### config.mk
export PLATFORM = sky130hd
export DESIGN_NAME = sliding_window_smoother
export DESIGN_NICKNAME = d
export VERILOG_FILES = /design/src/rtl/sws_pkg.sv /design/src/rtl/sws_ram.sv /design/src/rtl/sws_ctrl.sv /design/src/rtl/sws_datapath.sv /design/src/rtl/sliding_window_smoother.sv
export SDC_FILE = /design/constraint.sdc
export NUM_CORES = 1
export LEC_CHECK = 0
export BUFFER_PORTS_ARGS = -buffer_cell sky130_fd_sc_hd__buf_2
export CAP_MARGIN = 20
export CORE_AREA = 3 3 292 294
export DETAILED_ROUTE_END_ITERATION = 16
export DIE_AREA = 0 0 295 297
export HOLD_SLACK_MARGIN = 0.12
export PLACE_DENSITY_LB_ADDON = 0.12
export SYNTH_ARGS = -nofsm -noshare
export SYNTH_HDL_FRONTEND = slang
export SYNTH_SLANG_ARGS = --single-unit
### constraint.sdc
create_clock -name clk_i -period 4.8 [get_ports clk_i]
set_input_delay 0.96 -clock clk_i [delete_from_list [all_inputs] [get_ports clk_i]]
set_output_delay 0.96 -clock clk_i [all_outputs]
set_load 0.01 [all_outputs]
### src/rtl/sws_pkg.sv
// shared types and constants for the sliding window smoother
// no dependencies; imported by every module of the block but sws_ram
package sws_pkg;

  localparam int WINDOW_MAX  = 64;
  localparam int SAMPLE_BITS = 16;
  localparam int PTR_W       = $clog2(WINDOW_MAX);
  localparam int LEN_W       = $clog2(WINDOW_MAX + 1);
  localparam int SUM_W       = SAMPLE_BITS + $clog2(WINDOW_MAX);
  localparam int DCNT_W      = $clog2(SUM_W + 1);

  localparam int CFG_IDX_W   = 2;
  localparam int CFG_DATA_W  = 16;
  localparam int CFG_LEN_W   = 7;
  localparam int MODE_W      = 2;

  // configuration register indexes
  localparam logic [CFG_IDX_W-1:0] CFG_MODE  = 2'd0;
  localparam logic [CFG_IDX_W-1:0] CFG_LEN   = 2'd1;
  localparam logic [CFG_IDX_W-1:0] CFG_FLOOR = 2'd2;

  typedef enum logic [MODE_W-1:0] {
    MODE_MEAN = 2'd0,
    MODE_MAX  = 2'd1,
    MODE_ENV  = 2'd2
  } mode_e;

  localparam logic [MODE_W-1:0]      MODE_RESET  = MODE_MEAN;
  localparam logic [CFG_LEN_W-1:0]   LEN_RESET   = 7'd8;
  localparam logic [CFG_DATA_W-1:0]  FLOOR_RESET = 16'hFC18;  // -1000

  typedef enum logic [2:0] {
    ST_IDLE,
    ST_CHECK,
    ST_SCAN,
    ST_DRAIN,
    ST_DIVSET,
    ST_DIV,
    ST_DONE
  } state_e;

  typedef struct packed {
    logic accept;
    logic scan_init;
    logic scan_issue;
    logic div_init;
    logic div_step;
    logic load_out;
  } cmd_t;

  typedef struct packed {
    logic go;
    logic scan_last;
    logic div_done;
    logic out_busy;
  } status_t;

endpackage

### src/rtl/sws_ram.sv
// generic single write port, single read port ram with registered read
// no dependencies
module sws_ram #(
  parameter int W     = 16,
  parameter int DEPTH = 64
) (
  input  logic                     clk_i,
  input  logic                     we_i,
  input  logic [$clog2(DEPTH)-1:0] waddr_i,
  input  logic [W-1:0]             wdata_i,
  input  logic [$clog2(DEPTH)-1:0] raddr_i,
  output logic [W-1:0]             rdata_o
);

  logic [W-1:0] mem [DEPTH];
  logic [W-1:0] rdata_q;

  always_ff @(posedge clk_i) begin
    if (we_i) begin
      mem[waddr_i] <= wdata_i;
    end
    rdata_q <= mem[raddr_i];
  end

  assign rdata_o = rdata_q;

endmodule

### src/rtl/sws_ctrl.sv
// sequencer of the smoother: accept, window check, scan, divide, result
// depends on sws_pkg
module sws_ctrl (
  input  logic             clk_i,
  input  logic             rst_ni,
  input  logic             in_valid_i,
  output logic             in_ready_o,
  input  sws_pkg::status_t status_i,
  output sws_pkg::cmd_t    cmd_o
);
  import sws_pkg::*;

  state_e state_q, state_d;

  always_ff @(posedge clk_i or negedge rst_ni) begin
    if (!rst_ni) begin
      state_q <= ST_IDLE;
    end else begin
      state_q <= state_d;
    end
  end

  always_comb begin
    state_d    = state_q;
    cmd_o      = '0;
    in_ready_o = 1'b0;
    case (state_q)
      ST_IDLE: begin
        in_ready_o = 1'b1;
        if (in_valid_i) begin
          cmd_o.accept = 1'b1;
          state_d      = ST_CHECK;
        end
      end
      ST_CHECK: begin
        if (status_i.go) begin
          cmd_o.scan_init = 1'b1;
          state_d         = ST_SCAN;
        end else begin
          state_d = ST_IDLE;
        end
      end
      ST_SCAN: begin
        cmd_o.scan_issue = 1'b1;
        if (status_i.scan_last) begin
          state_d = ST_DRAIN;
        end
      end
      // last read word lands in the accumulators here
      ST_DRAIN: begin
        state_d = ST_DIVSET;
      end
      ST_DIVSET: begin
        cmd_o.div_init = 1'b1;
        state_d        = ST_DIV;
      end
      ST_DIV: begin
        if (status_i.div_done) begin
          state_d = ST_DONE;
        end else begin
          cmd_o.div_step = 1'b1;
        end
      end
      ST_DONE: begin
        if (!status_i.out_busy) begin
          cmd_o.load_out = 1'b1;
          state_d        = ST_IDLE;
        end
      end
      default: begin
        state_d = ST_IDLE;
      end
    endcase
  end

endmodule

### src/rtl/sws_datapath.sv
// datapath of the smoother: config registers, window store, scan
// accumulators, serial divider and output register
// depends on sws_pkg and sws_ram
module sws_datapath (
  input  logic                                 clk_i,
  input  logic                                 rst_ni,
  input  logic                                 cfg_we_i,
  input  logic [sws_pkg::CFG_IDX_W-1:0]        cfg_index_i,
  input  logic [sws_pkg::CFG_DATA_W-1:0]       cfg_data_i,
  input  logic [sws_pkg::SAMPLE_BITS-1:0]      sample_i,
  input  logic                                 first_i,
  input  sws_pkg::cmd_t                        cmd_i,
  output sws_pkg::status_t                     status_o,
  output logic                                 out_valid_o,
  input  logic                                 out_ready_i,
  output logic [sws_pkg::SAMPLE_BITS-1:0]      out_data_o
);
  import sws_pkg::*;

  logic [MODE_W-1:0]     mode_q;
  logic [CFG_LEN_W-1:0]  win_len_q;
  logic [CFG_DATA_W-1:0] floor_q;

  logic [PTR_W-1:0] wp_q, wp_base, rd_ptr_q;
  logic [LEN_W-1:0] fill_q, fill_base, len_eff, scan_cnt_q;
  logic             rd_vld_q;
  logic [SAMPLE_BITS-1:0] rdata;

  logic signed [SUM_W-1:0]       sum_q;
  logic signed [SAMPLE_BITS-1:0] max_q, oldest_q, rdata_s, mean, result;
  logic                          neg_q;
  logic [SUM_W-1:0]              quo_q, mean_full;
  logic [LEN_W-1:0]              rem_q;
  logic [LEN_W:0]                trial;
  logic [DCNT_W-1:0]             dcnt_q;
  logic                          out_valid_q;
  logic [SAMPLE_BITS-1:0]        out_data_q;

  // configuration
  always_ff @(posedge clk_i or negedge rst_ni) begin
    if (!rst_ni) begin
      mode_q    <= MODE_RESET;
      win_len_q <= LEN_RESET;
      floor_q   <= FLOOR_RESET;
    end else if (cfg_we_i) begin
      case (cfg_index_i)
        CFG_MODE:  mode_q    <= cfg_data_i[MODE_W-1:0];
        CFG_LEN:   win_len_q <= cfg_data_i[CFG_LEN_W-1:0];
        CFG_FLOOR: floor_q   <= cfg_data_i;
        default: ;
      endcase
    end
  end

  always_comb begin
    if (win_len_q == '0) begin
      len_eff = LEN_W'(1);
    end else if (int'(win_len_q) > WINDOW_MAX) begin
      len_eff = LEN_W'(WINDOW_MAX);
    end else begin
      len_eff = LEN_W'(win_len_q);
    end
  end

  // a first request starts the window over
  assign wp_base   = first_i ? '0 : wp_q;
  assign fill_base = first_i ? '0 : fill_q;

  always_ff @(posedge clk_i or negedge rst_ni) begin
    if (!rst_ni) begin
      wp_q   <= '0;
      fill_q <= '0;
    end else if (cmd_i.accept) begin
      wp_q   <= (int'(wp_base) == WINDOW_MAX - 1) ? '0 : wp_base + 1'b1;
      fill_q <= (int'(fill_base) < WINDOW_MAX) ? fill_base + 1'b1 : fill_base;
    end
  end

  sws_ram #(
    .W    (SAMPLE_BITS),
    .DEPTH(WINDOW_MAX)
  ) u_store (
    .clk_i  (clk_i),
    .we_i   (cmd_i.accept),
    .waddr_i(wp_base),
    .wdata_i(sample_i),
    .raddr_i(rd_ptr_q),
    .rdata_o(rdata)
  );

  // scan walks from the newest sample back to the oldest
  always_ff @(posedge clk_i or negedge rst_ni) begin
    if (!rst_ni) begin
      rd_vld_q <= 1'b0;
    end else begin
      rd_vld_q <= cmd_i.scan_issue;
    end
  end

  always_ff @(posedge clk_i) begin
    if (cmd_i.scan_init) begin
      rd_ptr_q   <= (wp_q == '0) ? PTR_W'(WINDOW_MAX - 1) : wp_q - 1'b1;
      scan_cnt_q <= '0;
    end else if (cmd_i.scan_issue) begin
      rd_ptr_q   <= (rd_ptr_q == '0) ? PTR_W'(WINDOW_MAX - 1) : rd_ptr_q - 1'b1;
      scan_cnt_q <= scan_cnt_q + 1'b1;
    end
  end

  assign rdata_s = signed'(rdata);

  always_ff @(posedge clk_i) begin
    if (cmd_i.scan_init) begin
      sum_q <= '0;
      max_q <= signed'(floor_q);
    end else if (rd_vld_q) begin
      sum_q    <= sum_q + {{(SUM_W-SAMPLE_BITS){rdata[SAMPLE_BITS-1]}}, rdata};
      max_q    <= (rdata_s > max_q) ? rdata_s : max_q;
      oldest_q <= rdata_s;
    end
  end

  // restoring divide of the magnitude, one quotient bit a cycle
  assign trial = {rem_q, quo_q[SUM_W-1]};

  always_ff @(posedge clk_i) begin
    if (cmd_i.div_init) begin
      neg_q  <= sum_q[SUM_W-1];
      quo_q  <= sum_q[SUM_W-1] ? unsigned'(-sum_q) : unsigned'(sum_q);
      rem_q  <= '0;
      dcnt_q <= DCNT_W'(SUM_W);
    end else if (cmd_i.div_step) begin
      if (trial >= {1'b0, len_eff}) begin
        rem_q <= LEN_W'(trial - {1'b0, len_eff});
        quo_q <= {quo_q[SUM_W-2:0], 1'b1};
      end else begin
        rem_q <= trial[LEN_W-1:0];
        quo_q <= {quo_q[SUM_W-2:0], 1'b0};
      end
      dcnt_q <= dcnt_q - 1'b1;
    end
  end

  assign mean_full = neg_q ? (~quo_q + 1'b1) : quo_q;
  assign mean      = signed'(mean_full[SAMPLE_BITS-1:0]);

  always_comb begin
    case (mode_q)
      MODE_MAX: result = max_q;
      MODE_ENV: result = (oldest_q > mean) ? oldest_q : mean;
      default:  result = mean;
    endcase
  end

  always_ff @(posedge clk_i or negedge rst_ni) begin
    if (!rst_ni) begin
      out_valid_q <= 1'b0;
    end else if (cmd_i.load_out) begin
      out_valid_q <= 1'b1;
    end else if (out_ready_i) begin
      out_valid_q <= 1'b0;
    end
  end

  always_ff @(posedge clk_i) begin
    if (cmd_i.load_out) begin
      out_data_q <= unsigned'(result);
    end
  end

  assign out_valid_o = out_valid_q;
  assign out_data_o  = out_data_q;

  assign status_o.go        = (fill_q >= len_eff) &&
                              ((mode_q == MODE_MEAN) || (mode_q == MODE_MAX) ||
                               (mode_q == MODE_ENV));
  assign status_o.scan_last = (scan_cnt_q == len_eff - 1'b1);
  assign status_o.div_done  = (dcnt_q == '0);
  assign status_o.out_busy  = out_valid_q && !out_ready_i;

  a_fill_bound: assert property (@(posedge clk_i) disable iff (!rst_ni)
    int'(fill_q) <= WINDOW_MAX)
    else $error("fill count above window depth");

  a_div_after_scan: assert property (@(posedge clk_i) disable iff (!rst_ni)
    cmd_i.div_init |-> !rd_vld_q && !cmd_i.scan_issue)
    else $error("divide started before scan finished");

  a_rem_bound: assert property (@(posedge clk_i) disable iff (!rst_ni)
    cmd_i.div_step |-> rem_q < len_eff)
    else $error("divider remainder not below divisor");

  a_no_overwrite: assert property (@(posedge clk_i) disable iff (!rst_ni)
    cmd_i.load_out |-> !out_valid_q || out_ready_i)
    else $error("result overwritten before taken");

endmodule

### src/rtl/sliding_window_smoother.sv
// Sliding window smoother: moving mean, moving max (floored) or envelope of
// mean and oldest sample over the last window_length samples. One request
// is taken at a time; when the window is full a request goes through accept,
// check, one store read per window sample, read drain, divider setup, the
// divide steps and a finish step, and result load before the next accept,
// longer while the previous result still waits at the output; when no
// result is due it goes from check straight back to idle. The scan over the
// single-port-read window store and the bit-serial divider set the pace.
// A finished result waits in an output register while the next request is
// taken. Depends on sws_pkg, sws_ctrl, sws_datapath and sws_ram.
module sliding_window_smoother (
  input  logic                                 clk_i,
  input  logic                                 rst_ni,
  input  logic                                 s_axis_tvalid,
  output logic                                 s_axis_tready,
  input  logic [sws_pkg::SAMPLE_BITS-1:0]      s_axis_tdata,   // [15:0] sample
  input  logic [0:0]                           s_axis_tuser,   // [0] first
  output logic                                 m_axis_tvalid,
  input  logic                                 m_axis_tready,
  output logic [sws_pkg::SAMPLE_BITS-1:0]      m_axis_tdata,   // [15:0] smoothed
  input  logic                                 cfg_valid_i,
  output logic                                 cfg_ready_o,
  input  logic [sws_pkg::CFG_IDX_W-1:0]        cfg_index_i,
  input  logic [sws_pkg::CFG_DATA_W-1:0]       cfg_data_i
);
  import sws_pkg::*;

  cmd_t    cmd;
  status_t status;

  assign cfg_ready_o = 1'b1;

  sws_ctrl u_ctrl (
    .clk_i     (clk_i),
    .rst_ni    (rst_ni),
    .in_valid_i(s_axis_tvalid),
    .in_ready_o(s_axis_tready),
    .status_i  (status),
    .cmd_o     (cmd)
  );

  sws_datapath u_dp (
    .clk_i      (clk_i),
    .rst_ni     (rst_ni),
    .cfg_we_i   (cfg_valid_i),
    .cfg_index_i(cfg_index_i),
    .cfg_data_i (cfg_data_i),
    .sample_i   (s_axis_tdata),
    .first_i    (s_axis_tuser[0]),
    .cmd_i      (cmd),
    .status_o   (status),
    .out_valid_o(m_axis_tvalid),
    .out_ready_i(m_axis_tready),
    .out_data_o (m_axis_tdata)
  );

endmodule
---- After elaboration in Yosys (flattened, before gate mapping) ----
Memories as Yosys holds them, arrays and structs flattened. A register that Yosys moved wholly into a read port is not among the register bits.
Cells that the tools add are included.
storage, ports and cells
  register bits ........................... 161
  latch bits .............................. 0
  bits in writable memories ............... 1024
  memory bits (read-only) ................. 0
  output and inout port bits .............. 19
  logic and storage cells ................. 119
  memories ................................ 1
operators by class
  add/subtract/negate cells ............... 11
  $mul .................................... 0
  div/mod/pow operators ................... 0
  order comparisons ....................... 6
  eq/ne operators ......................... 16
  shift-type cells ........................ 0
  muxes and demuxes ....................... 42
  bitwise operators ....................... 2
  reduce and logical (&&, ||, !) cells .... 23
memories
  name              words  bits a word  read ports  clocked after memory_dff  wr ports  RTL line       RTL
  u_dp.u_store.mem  64     16           1           1                         1         sws_ram.sv:15  logic [W-1:0] mem [DEPTH];
operators with widths
  cell                     number
  $mux W16                 5
  $mux W22                 3
  $mux W6                  6
  $mux W7                  5
  $gt A16 B16 Y1           2
  $pmux W16 S2             1
  $add A22 B22 Y22         1
  $neg A22 Y22             1
  $pmux W3 S7              1
  $add A16 B1 Y16 const B  1
  $mux W1                  16
  $not A16 Y16             1
  $add A7 B1 Y7 const B    2
  $logic_not A6 Y1         2
  $mux W3                  4
  $sub A6 B1 Y6 const B    2
  $reduce_and A2 Y1        5
  $reduce_bool A2 Y1       5
  $eq A3 B3 Y1 const B     3
  $ge A8 B7 Y1             1
  $ne A2 B2 Y1 const B     4
  $eq A7 B7 Y1             1
  $ge A7 B7 Y1             1
  $gt A7 B7 Y1 const B     1
  other kinds (20)         26

---- Longest topological paths before layout ----
Gate-level depths: netlist (run 1).
  depth after elaboration ................. 9
  depth in mapped cells ................... 17
  mapped depth without buffers ............ 16

---- Cells and area by module ----
From an unflattened synthesis (run 1), not the netlist that was laid out.
unflattened totals
  cells, all modules ...................... 2899
  area, all modules ....................... 50362.1 um2
modules (own cells, without submodules)
  module                   instances  cells each  area an instance (um2)  sequential area each (um2)
  sws_ram                  1          1829        40042.2                 31069.8
  sws_datapath             1          1043        10087.2                 4145.2
  sws_ctrl                 1          25          221.5                   75.1
  sliding_window_smoother  1          2           11.3                    0.0

---- Least setup slack after synthesis (run 1) ----
Ideal clock, no wire load.
  path kind ............................... flip-flop to flip-flop
  start point ............................. reg u_dp.max_q[1]
  end point ............................... reg u_dp.max_q[0] (enable)
  library setup time ...................... 436 ps
  arrival ................................. 3125 ps
  data required time ...................... 4364 ps
  setup slack ............................. 1240 ps
  stages on the path, launching flop included .. 11
  clock period less this slack ............ 3560 ps
  path through ............................ edfxtp_1 > inv_1 > ha_1 > nor2b_1 > o21a_1 > o21a_1 > o211ai_1 > a21boi_0 > o31a_1 > nor4bb_1 > o41ai_1
between the ends
  longest elaborated chain between the ends .. 3
RTL lines
  element                       RTL line             RTL
  from (decl)                   sws_datapath.sv:30   logic signed [SAMPLE_BITS-1:0] max_q, oldest_q, rdata_s, mean, result;
  from (signal assigned)        sws_datapath.sv:115  max_q <= signed'(floor_q);
  from (signal assigned)        sws_datapath.sv:118  max_q <= (rdata_s > max_q) ? rdata_s : max_q;
  $gt A16 B16 Y1                sws_datapath.sv:118
  $reduce_bool A2 Y1 (no line)  -
  $reduce_and A2 Y1 (no line)   -
No other way between the ends.
A chain may end at the register's enable or synchronous reset.

---- Worst setup path in the final report (run 1) ----
  start point ............................. reg u_dp.quo_q[4]
  end point ............................... reg u_dp.out_data_q[9] (netlist: u_dp.out_data_o[9]), data pin
between the ends
  longest elaborated chain between the ends .. 6
RTL lines
  element                   RTL line             RTL
  from (decl)               sws_datapath.sv:32   logic [SUM_W-1:0] quo_q, mean_full;
  from (signal assigned)    sws_datapath.sv:129  quo_q <= sum_q[SUM_W-1] ? unsigned'(-sum_q) : unsigned'(sum_q);
  from (signal assigned)    sws_datapath.sv:135  quo_q <= {quo_q[SUM_W-2:0], 1'b1};
  from (signal assigned)    sws_datapath.sv:138  quo_q <= {quo_q[SUM_W-2:0], 1'b0};
  $not A16 Y16              sws_datapath.sv:144  assign mean_full = neg_q ? (~quo_q + 1'b1) : quo_q;
  $add A16 B1 Y16           sws_datapath.sv:144
  $mux W16 (*)              sws_datapath.sv:144
  $gt A16 B16 Y1            sws_datapath.sv:150  MODE_ENV: result = (oldest_q > mean) ? oldest_q : mean;
  $mux W16                  sws_datapath.sv:150
  $pmux W16 S2 (*)          sws_datapath.sv:148  case (mode_q)
  named net u_dp.result[9]  sws_datapath.sv:30
  to (signal assigned)      sws_datapath.sv:167  out_data_q <= unsigned'(result);
  to (decl)                 sws_datapath.sv:37   logic [SAMPLE_BITS-1:0] out_data_q;
The timed path passes the listed nets; every way through them passes the cells marked *.

==> results of run 1 <==
[final cells by class]
class	count	area share
sequential	1201	0.630
inverter	67	0.00449
clock buffer	150	0.0557
clock inverter	73	0.0142
tap	1080	0.0241
timing repair buffer	195	0.0282
multi-input combinational	1314	0.244
[kinds of logic after synthesis]
| kind of cell | synth area share |
|---|---|
| AOI/OAI and AO/OA | 0.0414 |
| buffers and inverters | 0.0164 |
| other | 0.0000754 |
| and+or+nand+nor | 0.0411 |
| adders and majority gates | 0.0207 |
| xor gates and xnor gates | 0.0136 |
| DFF | 0.710 |
| muxes | 0.157 |
[worst max-delay path by stage]
stage / from / cells past startpoint / slack, ns / to
floorplan: u_dp.max_q[1]$_DFFE_PP_ / 10 / 1.24 / u_dp.max_q[0]$_DFFE_PP_
global placement: u_dp.quo_q[6]$_DFFE_PP_ / 17 / 0.81 / u_dp.out_data_o[14]$_DFFE_PP_
detailed placement: u_dp.quo_q[4]$_DFFE_PP_ / 15 / 0.77 / u_dp.out_data_o[9]$_DFFE_PP_
CTS: u_dp.quo_q[4]$_DFFE_PP_ / 15 / 0.75 / u_dp.out_data_o[9]$_DFFE_PP_
global route: u_dp.quo_q[4]$_DFFE_PP_ / 15 / 0.42 / u_dp.out_data_o[14]$_DFFE_PP_
finish: u_dp.quo_q[4]$_DFFE_PP_ / 15 / 0.76 / u_dp.out_data_o[9]$_DFFE_PP_
[power by group through the flow]
stage          Clock, uW  Combinational [uW]  Sequential, uW
6_report            9230                8770           12900
5_1_grt             9790                9520           13000
4_1_cts             9370                8810           12900
3_5_place_dp           0                8760           13100
3_3_place_gp           0                8550           13100
2_1_floorplan          0                6280           12700
[stage by stage]
step | power, uW | util
global placement | 21700 | 0.624
detailed placement | 21900 | 0.625
CTS | 31100 | 0.672
floorplan | 19000 | -
global route | 32300 | 0.674
finish | 30900 | 0.674
[worst max-delay path, stage by stage, from the launching register on]
cell	delay [ns]
edfxtp_1	0.48
nor4_4	0.45
nand2_1	0.18
o41ai_1	0.46
xnor2_1	0.24
inv_1	0.08
ha_1	0.30
nand4_1	0.13
nor2_1	0.18
nand4b_1	0.12
o21ai_1	0.14
a31oi_1	0.16
a21oi_4	0.43
buf_4	0.25
nand4b_1	0.11
o311ai_1	0.13
[sequential cells by signal, indices dropped and copies added (netlist names), 6 cells and up]
name and count:
u_dp.floor_q 16, u_dp.oldest_q 16, u_dp.max_q 16, u_dp.rd_ptr_q 6
u_dp.rem_q 7, u_dp.u_store.rdata_o 16, u_dp.out_data_o 16, u_dp.u_store.mem 1024
u_dp.sum_q 22, u_dp.win_len_q 7, u_dp.quo_q 22, u_dp.wp_q 6
u_dp.fill_q 7, u_dp.scan_cnt_q 7
[per-layer routing]
| metal | track usage | wire length (um) |
|---|---|---|
| met1 | 0.372 | 45700 |
| met2 | 0.457 | 59700 |
| met3 | 0.0485 | 8440 |
| met4 | 0.0871 | 3960 |
| met5 | 0 | 12 |
[placed cells by master, fill, tap and decap left out, drive strengths merged, types with 35 or more instances in the layout]
cell type	synthesis	routed
dfxtp	57	57
buf	49	195
clkinv	0	54
xor2	39	39
a21oi	75	75
mux2	53	53
nor2	163	163
mux2i	60	60
inv	67	69
ha	79	79
xnor2	35	35
o21ai	101	101
nand2	109	109
edfxtp	1101	1101
mux4	294	294
clkbuf	79	150
==> run summary, run 1 <==
OUTCOME
--------------------------------------------------------------------------------------------------------
Run status                                                                                  finished, final reports clean

POWER AND IR DROP
--------------------------------------------------------------------------------------------------------
Share of total power in combinational logic                                                        0.284
Leakage power                                                                                  0.0188 uW
Switching Power                                                                                  9580 uW
Largest vdd supply drop                                                                         0.376 mV
Pwr per Cell Area                                                                            552 nW/um^2
Switching share of power                                                                           0.310
Clk pwr share                                                                                      0.298
Sequential cell fraction of total power                                                            0.418
Cell-internal power                                                                             21300 uW

CELLS AND AREA
--------------------------------------------------------------------------------------------------------
Multi-input combinational cell area                                                           13700 um^2
Fraction of layout cells with a size suffix above 1                                                0.248
Final Instance Area                                                                           56000 um^2
Sequential cell area                                                                          35300 um^2
Non-filler instance count after layout                                                              4080
Net count reported at finish                                                                        3017
Synth-to-Final Area Change                                                                         12.7%
Count of filler cells inserted in the layout                                                        5317
Antenna diode count                                                                                    0

GLOBAL ROUTING
--------------------------------------------------------------------------------------------------------
Global-route wire length before repair                                                         175000 um
Pin count of the biggest net entering global routing                                                  88
Aggregate global-route resource usage                                                              0.274
Vias in the first global route                                                                     26700
Initial antenna violation count                                                                        2
Grt ovf                                                                                                0

SETUP PATH
--------------------------------------------------------------------------------------------------------
Internal reg-to-reg setup slack                                                                  0.76 ns
Endpoint arrival time on the critical path                                                       4.51 ns
Startpoint Class                                                                                    flop
Maximum fanout along the worst path                                                                   17
Worst setup EP type                                                                                 flop
Number of cells on the worst reg-to-reg path                                                          15
RR Endpoint                                                                                 u_dp.out_data_o[9]$_DFFE_PP_
Endpoint required time on the critical path                                                      5.26 ns
Type of the worst setup path                                                                flop to flop
Worst r2r src                                                                               u_dp.quo_q[4]$_DFFE_PP_

LOGIC SYNTHESIS
--------------------------------------------------------------------------------------------------------
Average cell area after synthesis                                                              18.4 um^2
Area of the mapped netlist                                                                    49700 um^2
Yosys warnings                                                                                         0
Yosys top cell area share                                                                          0.665
Flip-flop and latch count after synthesis                                                           1201
Synthesized netlist net count                                                                       2831
Netlist cell types                                                                                    81
Library cell with the largest summed area after synthesis                                       edfxtp_1
Number of enable flip-flop cells after synthesis                                                    1101
Sequential element share of the synthesized area                                                   0.710
Largest cells by area after synthesis                                                       edfxtp_1, mux4_2, dfxtp_1, ha_1, dfrtp_1
Leading cell type by number of instances after synthesis                                        edfxtp_1
Asr flop ratio synth                                                                              0.0358
Synthesized instance count                                                                          2710
List of most frequent post-synthesis cells                                                  edfxtp_1, mux4_2, nor2_1
Main synth FF type                                                                              edfxtp_1

STA
--------------------------------------------------------------------------------------------------------
Worst Clk Skew                                                                                 0.0658 ns
Worst-Margin Slew                                                                                1.09 ns
Fin. Hold Viols                                                                                        0
Normalized max-slew margin                                                                         0.271
Peak clock frequency supported by timing                                                       0.247 GHz
RSZ-0062 raised after global routing                                                               false
Aggregate negative setup slack                                                                      0 ns
Worst Hold Slack                                                                                0.171 ns
Setup Viol. Count Final                                                                                0
Count of pins over their slew limit                                                                    0
Crit share post-route                                                                              0.842
Final critical path time including I/O delays and setup                                          4.04 ns
Worst setup slack after layout                                                                  0.756 ns

MIN PATH
--------------------------------------------------------------------------------------------------------
Worst Hold Class                                                                            input port to async pin

FLOORPLAN
--------------------------------------------------------------------------------------------------------
Initial core utilization                                                                           0.598
Area of the placeable core                                                                    83200 um^2
Number of placed I/O pins                                                                             59
Die extent in x                                                                                   295 um
Die height                                                                                        297 um
Die Outline Area                                                                              87600 um^2
Number of cell rows                                                                                  106

CLOCK TREE
--------------------------------------------------------------------------------------------------------
Inserted Clock Buffers                                                                               117
Clock latency on the worst-skew pair                                                             0.72 ns
Master cell of the clock root buffer                                                           clkbuf_16
Post-CTS Repair Setup Buffers                                                                          0
TritonCTS clock tree                                                                               built
Count of cells resized by post-cts repair                                                              0
Post-CTS Hold Buffers                                                                                  0
CTS Sinks                                                                                           1201
H-tree levels                                                                                          3
Number of buffers on the longest clock path                                                            3
Post-CTS clock slew at the launch and capture registers of the worst setup and hold paths        0.06 ns

ROUTE
--------------------------------------------------------------------------------------------------------
Average wire per standard cell                                                                   28.9 um
Total vias in the final route                                                                      26200
Total iterations of the first detailed-routing run                                                     5
Remaining routing DRC violations                                                                       0
Wire length after detailed routing                                                             118000 um
Initial drt markers                                                                                 2708
Antenna Violating Nets Remaining                                                                       0
Avg Vias per Cell                                                                                   6.43

PLACED DESIGN
--------------------------------------------------------------------------------------------------------
Setup slack after placement                                                                     0.768 ns
Port-buffer cells                                                                                     57
Placed cells                                                                                        3847
Placed Area                                                                                   51900 um^2
Placed wire-length estimate                                                                     72700 um
Weighted congestion reported at the end of routability-driven placement                            0.875

JOB
--------------------------------------------------------------------------------------------------------
# Max-Cap Violations                                                                                   0

No activity file was read; power rests on OpenSTA's default activity.
==> run 2, diff against run 1 <==
--- a/config.mk
+++ b/config.mk
@@ -7,9 +7,9 @@
 export LEC_CHECK = 0
 export BUFFER_PORTS_ARGS = -buffer_cell sky130_fd_sc_hd__buf_2
 export CAP_MARGIN = 20
-export CORE_AREA = 3 3 292 294
+export CORE_AREA = 3 3 300 302
 export DETAILED_ROUTE_END_ITERATION = 16
-export DIE_AREA = 0 0 295 297
+export DIE_AREA = 0 0 303 305
 export HOLD_SLACK_MARGIN = 0.12
 export PLACE_DENSITY_LB_ADDON = 0.12
 export SYNTH_ARGS = -nofsm -noshare
==> constraint.sdc (replaced) <==
create_clock -name clk_i -period 3.3 [get_ports clk_i]
set_input_delay 0.66 -clock clk_i [delete_from_list [all_inputs] [get_ports clk_i]]
set_output_delay 0.66 -clock clk_i [all_outputs]
set_load 0.01 [all_outputs]
==> run 2 against run 1 <==
Effect of this change:
- the flow now finishes with violations (negative setup slack)
- critical path type unchanged
- highest routed layer unchanged
- routed wire length up 3.5%
- non-clock buffer count up 135
- largest power group unchanged
- via count up 2.2%
- utilization down 2.1 points
==> run summary, run 2 (synthesis gave the netlist of run 1 again) <==
POWER AND IR DROP
--------------------------------------------------------------------------------------------------------
Pwr per Cell Area                                                                            811 nW/um^2
Largest vdd supply drop                                                                         0.550 mV
Sequential cell fraction of total power                                                            0.399
Switching Power                                                                                 14400 uW
Leakage power                                                                                  0.0195 uW
Cell-internal power                                                                             32200 uW
Switching share of power                                                                           0.308
Clk pwr share                                                                                      0.285
Share of total power in combinational logic                                                        0.316

SETUP PATH
--------------------------------------------------------------------------------------------------------
Maximum fanout along the worst path                                                                    4
Internal reg-to-reg setup slack                                                                 -0.12 ns
Endpoint required time on the critical path                                                      3.70 ns
Worst r2r src                                                                               u_dp.quo_q[8]$_DFFE_PP_
Worst setup EP type                                                                                 flop
Type of the worst setup path                                                                flop to flop
Endpoint arrival time on the critical path                                                       3.82 ns
Startpoint Class                                                                                    flop
RR Endpoint                                                                                 u_dp.out_data_o[15]$_DFFE_PP_
Number of cells on the worst reg-to-reg path                                                          18

ROUTE
--------------------------------------------------------------------------------------------------------
Antenna Violating Nets Remaining                                                                       0
Avg Vias per Cell                                                                                   6.24
Total iterations of the first detailed-routing run                                                     5
Total length of routed met3 wires                                                                7980 um
Average wire per standard cell                                                                   28.3 um
Top Metal Used                                                                                      met5
Wire length after detailed routing                                                             122000 um
Total vias in the final route                                                                      26800
Remaining routing DRC violations                                                                       0
Met2 wire length                                                                                62100 um
Initial drt markers                                                                                 2656
M1 wire length                                                                                  48100 um

FLOORPLAN
--------------------------------------------------------------------------------------------------------
Initial core utilization                                                                           0.565
Number of placed I/O pins                                                                             59
Area of the placeable core                                                                    88000 um^2
Die Outline Area                                                                              92400 um^2
Die height                                                                                        305 um
Number of cell rows                                                                                  109
Die extent in x                                                                                   303 um

CLOCK TREE
--------------------------------------------------------------------------------------------------------
Inserted Clock Buffers                                                                               117
TritonCTS clock tree                                                                               built
CTS Sinks                                                                                           1201
Post-CTS clock slew at the launch and capture registers of the worst setup and hold paths        0.06 ns
H-tree levels                                                                                          3
Number of buffers on the longest clock path                                                            3
Clock latency on the worst-skew pair                                                             0.71 ns
Master cell of the clock root buffer                                                           clkbuf_16

CELLS AND AREA
--------------------------------------------------------------------------------------------------------
Synth-to-Final Area Change                                                                         15.5%
Biggest regs                                                                                u_dp.u_store.mem (1024), u_dp.quo_q (22), u_dp.sum_q (22)
Net count reported at finish                                                                        3152
Number of flip-flops under the largest register name                                                1024
Fraction of layout cells with a size suffix above 1                                                0.287
Non-filler instance count after layout                                                              4299
Most frequent cells in the layout                                                           edfxtp_1, mux4_2, buf_4
Final Instance Area                                                                           57500 um^2
Count of filler cells inserted in the layout                                                        5897
Largest Register                                                                            u_dp.u_store.mem
Most common library cell in the layout ignoring fill and taps                                   edfxtp_1

STA
--------------------------------------------------------------------------------------------------------
Worst setup slack after layout                                                                 -0.123 ns
Final critical path time including I/O delays and setup                                          3.42 ns
Peak clock frequency supported by timing                                                       0.292 GHz
RSZ-0062 raised after global routing                                                                true
Worst-Margin Slew                                                                                1.07 ns
Aggregate negative setup slack                                                                  -1.22 ns
Crit share post-route                                                                               1.04
Count of pins over their slew limit                                                                    0
Fin. Hold Viols                                                                                        0
Setup Viol. Count Final                                                                               15
Normalized max-slew margin                                                                         0.287
Worst Clk Skew                                                                                 0.0517 ns

GLOBAL ROUTING
--------------------------------------------------------------------------------------------------------
Aggregate global-route resource usage                                                              0.269
Global-route wire length before repair                                                         181000 um
Pin count of the biggest net entering global routing                                                  65
Grt ovf                                                                                                0
Initial antenna violation count                                                                        2
Vias in the first global route                                                                     27400

PLACED DESIGN
--------------------------------------------------------------------------------------------------------
Setup slack after placement                                                                    -0.199 ns
Port-buffer cells                                                                                     57
Placed wire-length estimate                                                                     77800 um
Placed Area                                                                                   53100 um^2
Weighted congestion reported at the end of routability-driven placement                            0.893
Placed cells                                                                                        4053

OUTCOME
--------------------------------------------------------------------------------------------------------
Run status                                                                                  finished, violations left
Failing checks                                                                              negative setup slack

MIN PATH
--------------------------------------------------------------------------------------------------------
Worst-case hold path end point                                                              u_dp.floor_q[7]$_DFFE_PN0P_
Worst Hold Class                                                                            input port to flop
Hold path depth                                                                                        2
Worst hold path startpoint                                                                  cfg_data_i[7]

JOB
--------------------------------------------------------------------------------------------------------
# Max-Cap Violations                                                                                   0

## run 2: changes by cell type in the layout (fill, tap and decap cells not counted), moves of 6 or more
cell	delta
o21ai_0	-7
clkinv_2	-8
clkinv_1	+12
buf_12	+6
buf_4	+122
## run 2: worst max-delay path, stage by stage (launching register included)
cell and delay, ns:
edfxtp_1 0.40, nor3_2 0.22, nand2b_1 0.13, nor4_2 0.16, buf_4 0.17, nand2b_4 0.05, o31a_1 0.31, xor2_2 0.19
inv_2 0.07, ha_4 0.27, nand2_2 0.05, nor2_2 0.11, nand4b_1 0.12, o21ai_2 0.11, a31oi_2 0.13, a21oi_4 0.26
buf_4 0.17, clkbuf_16 0.12, o211ai_1 0.10
## run 2: final cells by class
class                      instances  area (um^2)  share of cell area
tap                             1165         1460              0.0254
multi-input combinational       1314        13900               0.241
timing repair buffer             330         2730              0.0475
antenna                            2         5.00           0.0000871
clock buffer                     145         3120              0.0542
inverter                          67          251             0.00438
clock inverter                    75          739              0.0129
sequential                      1201        35300               0.614
## run 2: how the worst max path moves through the flow
stage                       startpoint                       endpoint  slack [ns]
2_1_floorplan  u_dp.quo_q[4]$_DFFE_PP_   u_dp.out_data_o[0]$_DFFE_PP_       0.006
3_3_place_gp   u_dp.quo_q[8]$_DFFE_PP_   u_dp.out_data_o[0]$_DFFE_PP_       -0.18
3_5_place_dp   u_dp.quo_q[4]$_DFFE_PP_   u_dp.out_data_o[0]$_DFFE_PP_       -0.20
4_1_cts        u_dp.quo_q[7]$_DFFE_PP_   u_dp.out_data_o[0]$_DFFE_PP_       -0.09
5_1_grt        u_dp.quo_q[8]$_DFFE_PP_  u_dp.out_data_o[15]$_DFFE_PP_       -0.33
6_report       u_dp.quo_q[8]$_DFFE_PP_  u_dp.out_data_o[15]$_DFFE_PP_       -0.12
## run 2: through the flow
stage	hold WS, ns	power, uW	util
floorplan	0.364	27700	-
global placement	0.449	32500	0.603
detailed placement	0.470	32800	0.603
CTS	0.169	46500	0.649
global route	0.180	48600	0.653
finish	0.208	46600	0.653
## run 2: power by group through the flow
stage          registers, uW  logic [uW]  clock network [uW]
2_1_floorplan          18500        9150                   0
3_3_place_gp           18800       13700                   0
3_5_place_dp           18900       13900                   0
4_1_cts                18600       14400               13500
5_1_grt                18600       15900               14100
6_report               18600       14700               13300
## run 2: metal layers
layer,GRT usage,vias to the layer above
li1,-,11600
met1,0.369,14000
met2,0.449,1033
met3,0.0422,194
met4,0.0785,2
met5,0,-
## run 2: what timing repair did
action                                 4_1_cts  5_1_grt
resized for setup                           18       34
setup buffers                                5       10
setup endpoints to repair                   23       81
cloned                                       2        1
hold buffers                                 1        0
endpoints found under the hold margin        6        0
pin swaps                                    3       21
==> run 3, diff against run 2 <==
--- a/config.mk
+++ b/config.mk
@@ -5,13 +5,15 @@
 export SDC_FILE = /design/constraint.sdc
 export NUM_CORES = 1
 export LEC_CHECK = 0
+export ABC_AREA = 1
 export BUFFER_PORTS_ARGS = -buffer_cell sky130_fd_sc_hd__buf_2
 export CAP_MARGIN = 20
-export CORE_AREA = 3 3 300 302
+export CORE_AREA = 3 3 447 449
 export DETAILED_ROUTE_END_ITERATION = 16
-export DIE_AREA = 0 0 303 305
+export DIE_AREA = 0 0 450 452
 export HOLD_SLACK_MARGIN = 0.12
 export PLACE_DENSITY_LB_ADDON = 0.12
+export SKIP_CTS_REPAIR_TIMING = 1
 export SYNTH_ARGS = -nofsm -noshare
 export SYNTH_HDL_FRONTEND = slang
 export SYNTH_SLANG_ARGS = --single-unit
==> run 3 against run 2 <==
Effect of this change:
- the run still ends with negative setup slack left
- sequential share of layout area fell by 3.9 points
- sequential power about the same
- maximum frequency up 0.70%
- combinational power grew 15%
- clock skew is 0.0035 ns lower
- clock-buffer cell count up 40
- final area up 6.8%
- first-iteration DRC count is 4.0% lower
- critical path type unchanged
- largest cell class unchanged
- highest routed layer unchanged
==> run summary, run 3 <==
SETUP PATH
--------------------------------------------------------------------------------------------------------
Endpoint arrival time on the critical path                                                       3.92 ns
CP max stage delay                                                                               0.43 ns
Worst r2r src                                                                               u_dp.quo_q[1]$_DFFE_PP_
Type of the worst setup path                                                                flop to flop
Cell with the biggest individual delay on the critical path                                     edfxtp_1
Number of cells on the worst reg-to-reg path                                                          21
Worst path cell trace                                                                       inv_2 > ha_4 > nand2_4 > nor2_4 > nand3_2 > o31ai_4 > xor2_1 > inv_1 > ha_4 > nand4_1 > nor2_2 > nand3_2 > nor2_4 > nand2_2 > nand3_2 > nor2_2 > nor2_4 > clkbuf_16 > nand3_1 > nand3_1 > a21oi_2
RR Endpoint                                                                                 u_dp.out_data_o[3]$_DFFE_PP_
Top Family by Delay on Critical Path                                                        simple AND/OR/NAND/NOR gates
Maximum fanout along the worst path                                                                    8
Endpoint required time on the critical path                                                      3.82 ns
Startpoint Class                                                                                    flop
Buf+Inv Stages, Crit Path                                                                              3
Internal reg-to-reg setup slack                                                                  -0.1 ns
Worst setup EP type                                                                                 flop

STA
--------------------------------------------------------------------------------------------------------
RSZ-0062 raised after global routing                                                                true
Setup Viol. Count Final                                                                               16
Crit share post-route                                                                               1.03
Worst Clk Skew                                                                                 0.0483 ns
Final critical path time including I/O delays and setup                                          3.40 ns
Worst-Margin Slew                                                                                1.09 ns
Worst setup slack after layout                                                                -0.0996 ns
Count of pins over their slew limit                                                                    0
Fin. Hold Viols                                                                                        0
Peak clock frequency supported by timing                                                       0.294 GHz
Normalized max-slew margin                                                                         0.270

CLOCK TREE
--------------------------------------------------------------------------------------------------------
Post-CTS clock slew at the launch and capture registers of the worst setup and hold paths        0.05 ns
Number of buffers on the longest clock path                                                            3
Inserted Clock Buffers                                                                               145
CTS Sinks                                                                                           1201
H-tree levels                                                                                          4
TritonCTS clock tree                                                                               built
Clock latency on the worst-skew pair                                                             0.79 ns
Master cell of the clock root buffer                                                           clkbuf_16

GLOBAL ROUTING
--------------------------------------------------------------------------------------------------------
Grt ovf                                                                                                0
Vias in the first global route                                                                     34200
Initial antenna violation count                                                                        8
Pin count of the biggest net entering global routing                                                  87
Aggregate global-route resource usage                                                              0.173
Global-route wire length before repair                                                         257000 um

FLOORPLAN
--------------------------------------------------------------------------------------------------------
Die Outline Area                                                                             203000 um^2
Area of the placeable core                                                                   197000 um^2
Initial core utilization                                                                           0.259
Number of cell rows                                                                                  163
Number of placed I/O pins                                                                             59
Die height                                                                                        452 um
Die extent in x                                                                                   450 um

PLACED DESIGN
--------------------------------------------------------------------------------------------------------
Placed wire-length estimate                                                                    114000 um
Placed Area                                                                                   56400 um^2
Port-buffer cells                                                                                     57
Weighted congestion reported at the end of routability-driven placement                            0.815

LOGIC SYNTHESIS
--------------------------------------------------------------------------------------------------------
Fraction of synthesized cell area in xor and xnor cells                                           0.0105
Synthesized netlist net count                                                                       4427
Adder and majority gate portion of the synthesized area                                           0.0202
Yosys warnings                                                                                         0
Sequential element share of the synthesized area                                                   0.693
Largest cells by area after synthesis                                                       edfxtp_1, o21ai_0, nor2_1, nand2_1, o22ai_1
Synthesized instance count                                                                          4306
Average cell area after synthesis                                                              11.8 um^2
Flip-flop and latch count after synthesis                                                           1201
Number of enable flip-flop cells after synthesis                                                    1101
Netlist cell types                                                                                    59
Fraction of synthesized area in multiplexers                                                     0.00219
List of most frequent post-synthesis cells                                                  edfxtp_1, nor2_1, o21ai_0
Area of the mapped netlist                                                                    51000 um^2
Leading cell type by number of instances after synthesis                                        edfxtp_1
Post-synthesis compound-gate area fraction                                                         0.128
Main synth FF type                                                                              edfxtp_1
Yosys top cell area share                                                                          0.649
Synthesized-area fraction occupied by and/or/nand/nor cells                                        0.111
Library cell with the largest summed area after synthesis                                       edfxtp_1
Main combinational cell family by area after synthesis                                      compound AO/OA/AOI/OAI gates
Asr flop ratio synth                                                                              0.0358

POWER AND IR DROP
--------------------------------------------------------------------------------------------------------
Pwr per Cell Area                                                                            834 nW/um^2
Leakage power                                                                                  0.0211 uW
Largest vdd supply drop                                                                         0.526 mV

ROUTE
--------------------------------------------------------------------------------------------------------
Wire length after detailed routing                                                             180000 um
Total iterations of the first detailed-routing run                                                     5
Initial drt markers                                                                                 2550
Total vias in the final route                                                                      34900
Remaining routing DRC violations                                                                       0
Average wire per standard cell                                                                   24.5 um
Avg Vias per Cell                                                                                   4.76
Antenna Violating Nets Remaining                                                                       0

CELLS AND AREA
--------------------------------------------------------------------------------------------------------
Largest Register                                                                            u_dp.u_store.mem
Fraction of layout cells with a size suffix above 1                                                0.156
Most frequent cells in the layout                                                           edfxtp_1, nor2_1, o21ai_0
Biggest regs                                                                                u_dp.u_store.mem (1024), u_dp.quo_q (22), u_dp.sum_q (22)
Most common library cell in the layout ignoring fill and taps                                   edfxtp_1
Synth-to-Final Area Change                                                                         20.4%
Final Instance Area                                                                           61400 um^2
Net count reported at finish                                                                        4697
Post-layout utilization of the core                                                                0.312
Number of flip-flops under the largest register name                                                1024

MIN PATH
--------------------------------------------------------------------------------------------------------
Worst hold path startpoint                                                                  cfg_data_i[12]
Hold path depth                                                                                        2
Worst Hold Class                                                                            input port to flop
Worst-case hold path end point                                                              u_dp.floor_q[12]$_DFFE_PN1P_

OUTCOME
--------------------------------------------------------------------------------------------------------
Run status                                                                                  finished, violations left
Failing checks                                                                              negative setup slack

JOB
--------------------------------------------------------------------------------------------------------
# Max-Cap Violations                                                                                   0

## run 3: cell count changes after synthesis, moves of 95 or more
cell      change
clkbuf_1    +126
inv_1       +135
mux4_2      -294
nand2_1     +234
nand3_1      +95
nor2_1      +593
o21ai_0     +558
o22ai_1     +198
## run 3: how the worst max path moves through the flow
stage | end | startpoint | depth (start not counted)
floorplan | u_dp.oldest_q[0]$_DFFE_PP_ | u_dp.win_len_q[3]$_DFFE_PN1P_ | 19
global route | u_dp.out_data_o[14]$_DFFE_PP_ | u_dp.quo_q[1]$_DFFE_PP_ | 21
finish | u_dp.out_data_o[3]$_DFFE_PP_ | u_dp.quo_q[1]$_DFFE_PP_ | 21
CTS | u_dp.out_data_o[10]$_DFFE_PP_ | u_dp.quo_q[1]$_DFFE_PP_ | 19
detailed placement | u_dp.out_data_o[10]$_DFFE_PP_ | u_dp.quo_q[1]$_DFFE_PP_ | 21
global placement | u_dp.out_data_o[15]$_DFFE_PP_ | u_dp.quo_q[1]$_DFFE_PP_ | 21
## run 3: cell type report
cell class / instances / area, um^2
Multi-Input combinational cell: 2639 / 14100
Clock buffer: 185 / 3860
Tap cell: 2640 / 3300
Timing Repair Buffer: 378 / 3280
Clock inverter: 72 / 686
Antenna cell: 5 / 12.5
Inverter: 211 / 810
Fill cell: 20000 / 135000
Sequential cell: 1201 / 35300
## run 3: power by group
| part | total (uW) | switching (uW) | leakage, uW | internal [uW] |
|---|---|---|---|---|
| combinational | 16900 | 11200 | 0.00792 | 5700 |
| sequential | 18700 | 975 | 0.0109 | 17800 |
| clock | 15500 | 6480 | 0.00221 | 9060 |
## run 3: stage by stage
step	hold slack (ns)	cells	power [uW]	setup WS, ns	setup TNS (ns)
final	0.163	7331	51100	-0.0996	-1.06
after global routing	0.133	7327	54000	-0.275	-4.14
after CTS	-0.201	7306	51200	-0.134	-1.50
after detailed placement	0.441	7049	35500	-0.103	-1.20
after global placement	0.431	7049	35500	-0.113	-1.26
after floorplan	0.364	4306	28000	0.119	0
## run 3: worst register-to-register path: stages, from the launching register on
cell and delay (ns):
edfxtp_1 0.43, inv_2 0.11, ha_4 0.15, nand2_4 0.05
nor2_4 0.12, nand3_2 0.10, o31ai_4 0.23, xor2_1 0.22
inv_1 0.12, ha_4 0.28, nand4_1 0.14, nor2_2 0.15
nand3_2 0.09, nor2_4 0.14, nand2_2 0.06, nand3_2 0.09
nor2_2 0.05, nor2_4 0.18, clkbuf_16 0.20, nand3_1 0.07
nand3_1 0.09, a21oi_2 0.06
## run 3: logic make-up after synthesis
logic type | count (synthesis)
flip-flops | 1201
other | 1
adder cells (fa/ha/maj) | 81
multiplexers | 10
AND/OR/NAND/NOR | 1348
XOR/XNOR | 61
buffers and inverters | 467
AO/OA/AOI/OAI | 1137
## run 3: per-layer routing
layer,global-route usage,part of all wire
met5,0,0.000072
met4,0.0424,0.023
met3,0.0230,0.036
met2,0.288,0.48
met1,0.237,0.46
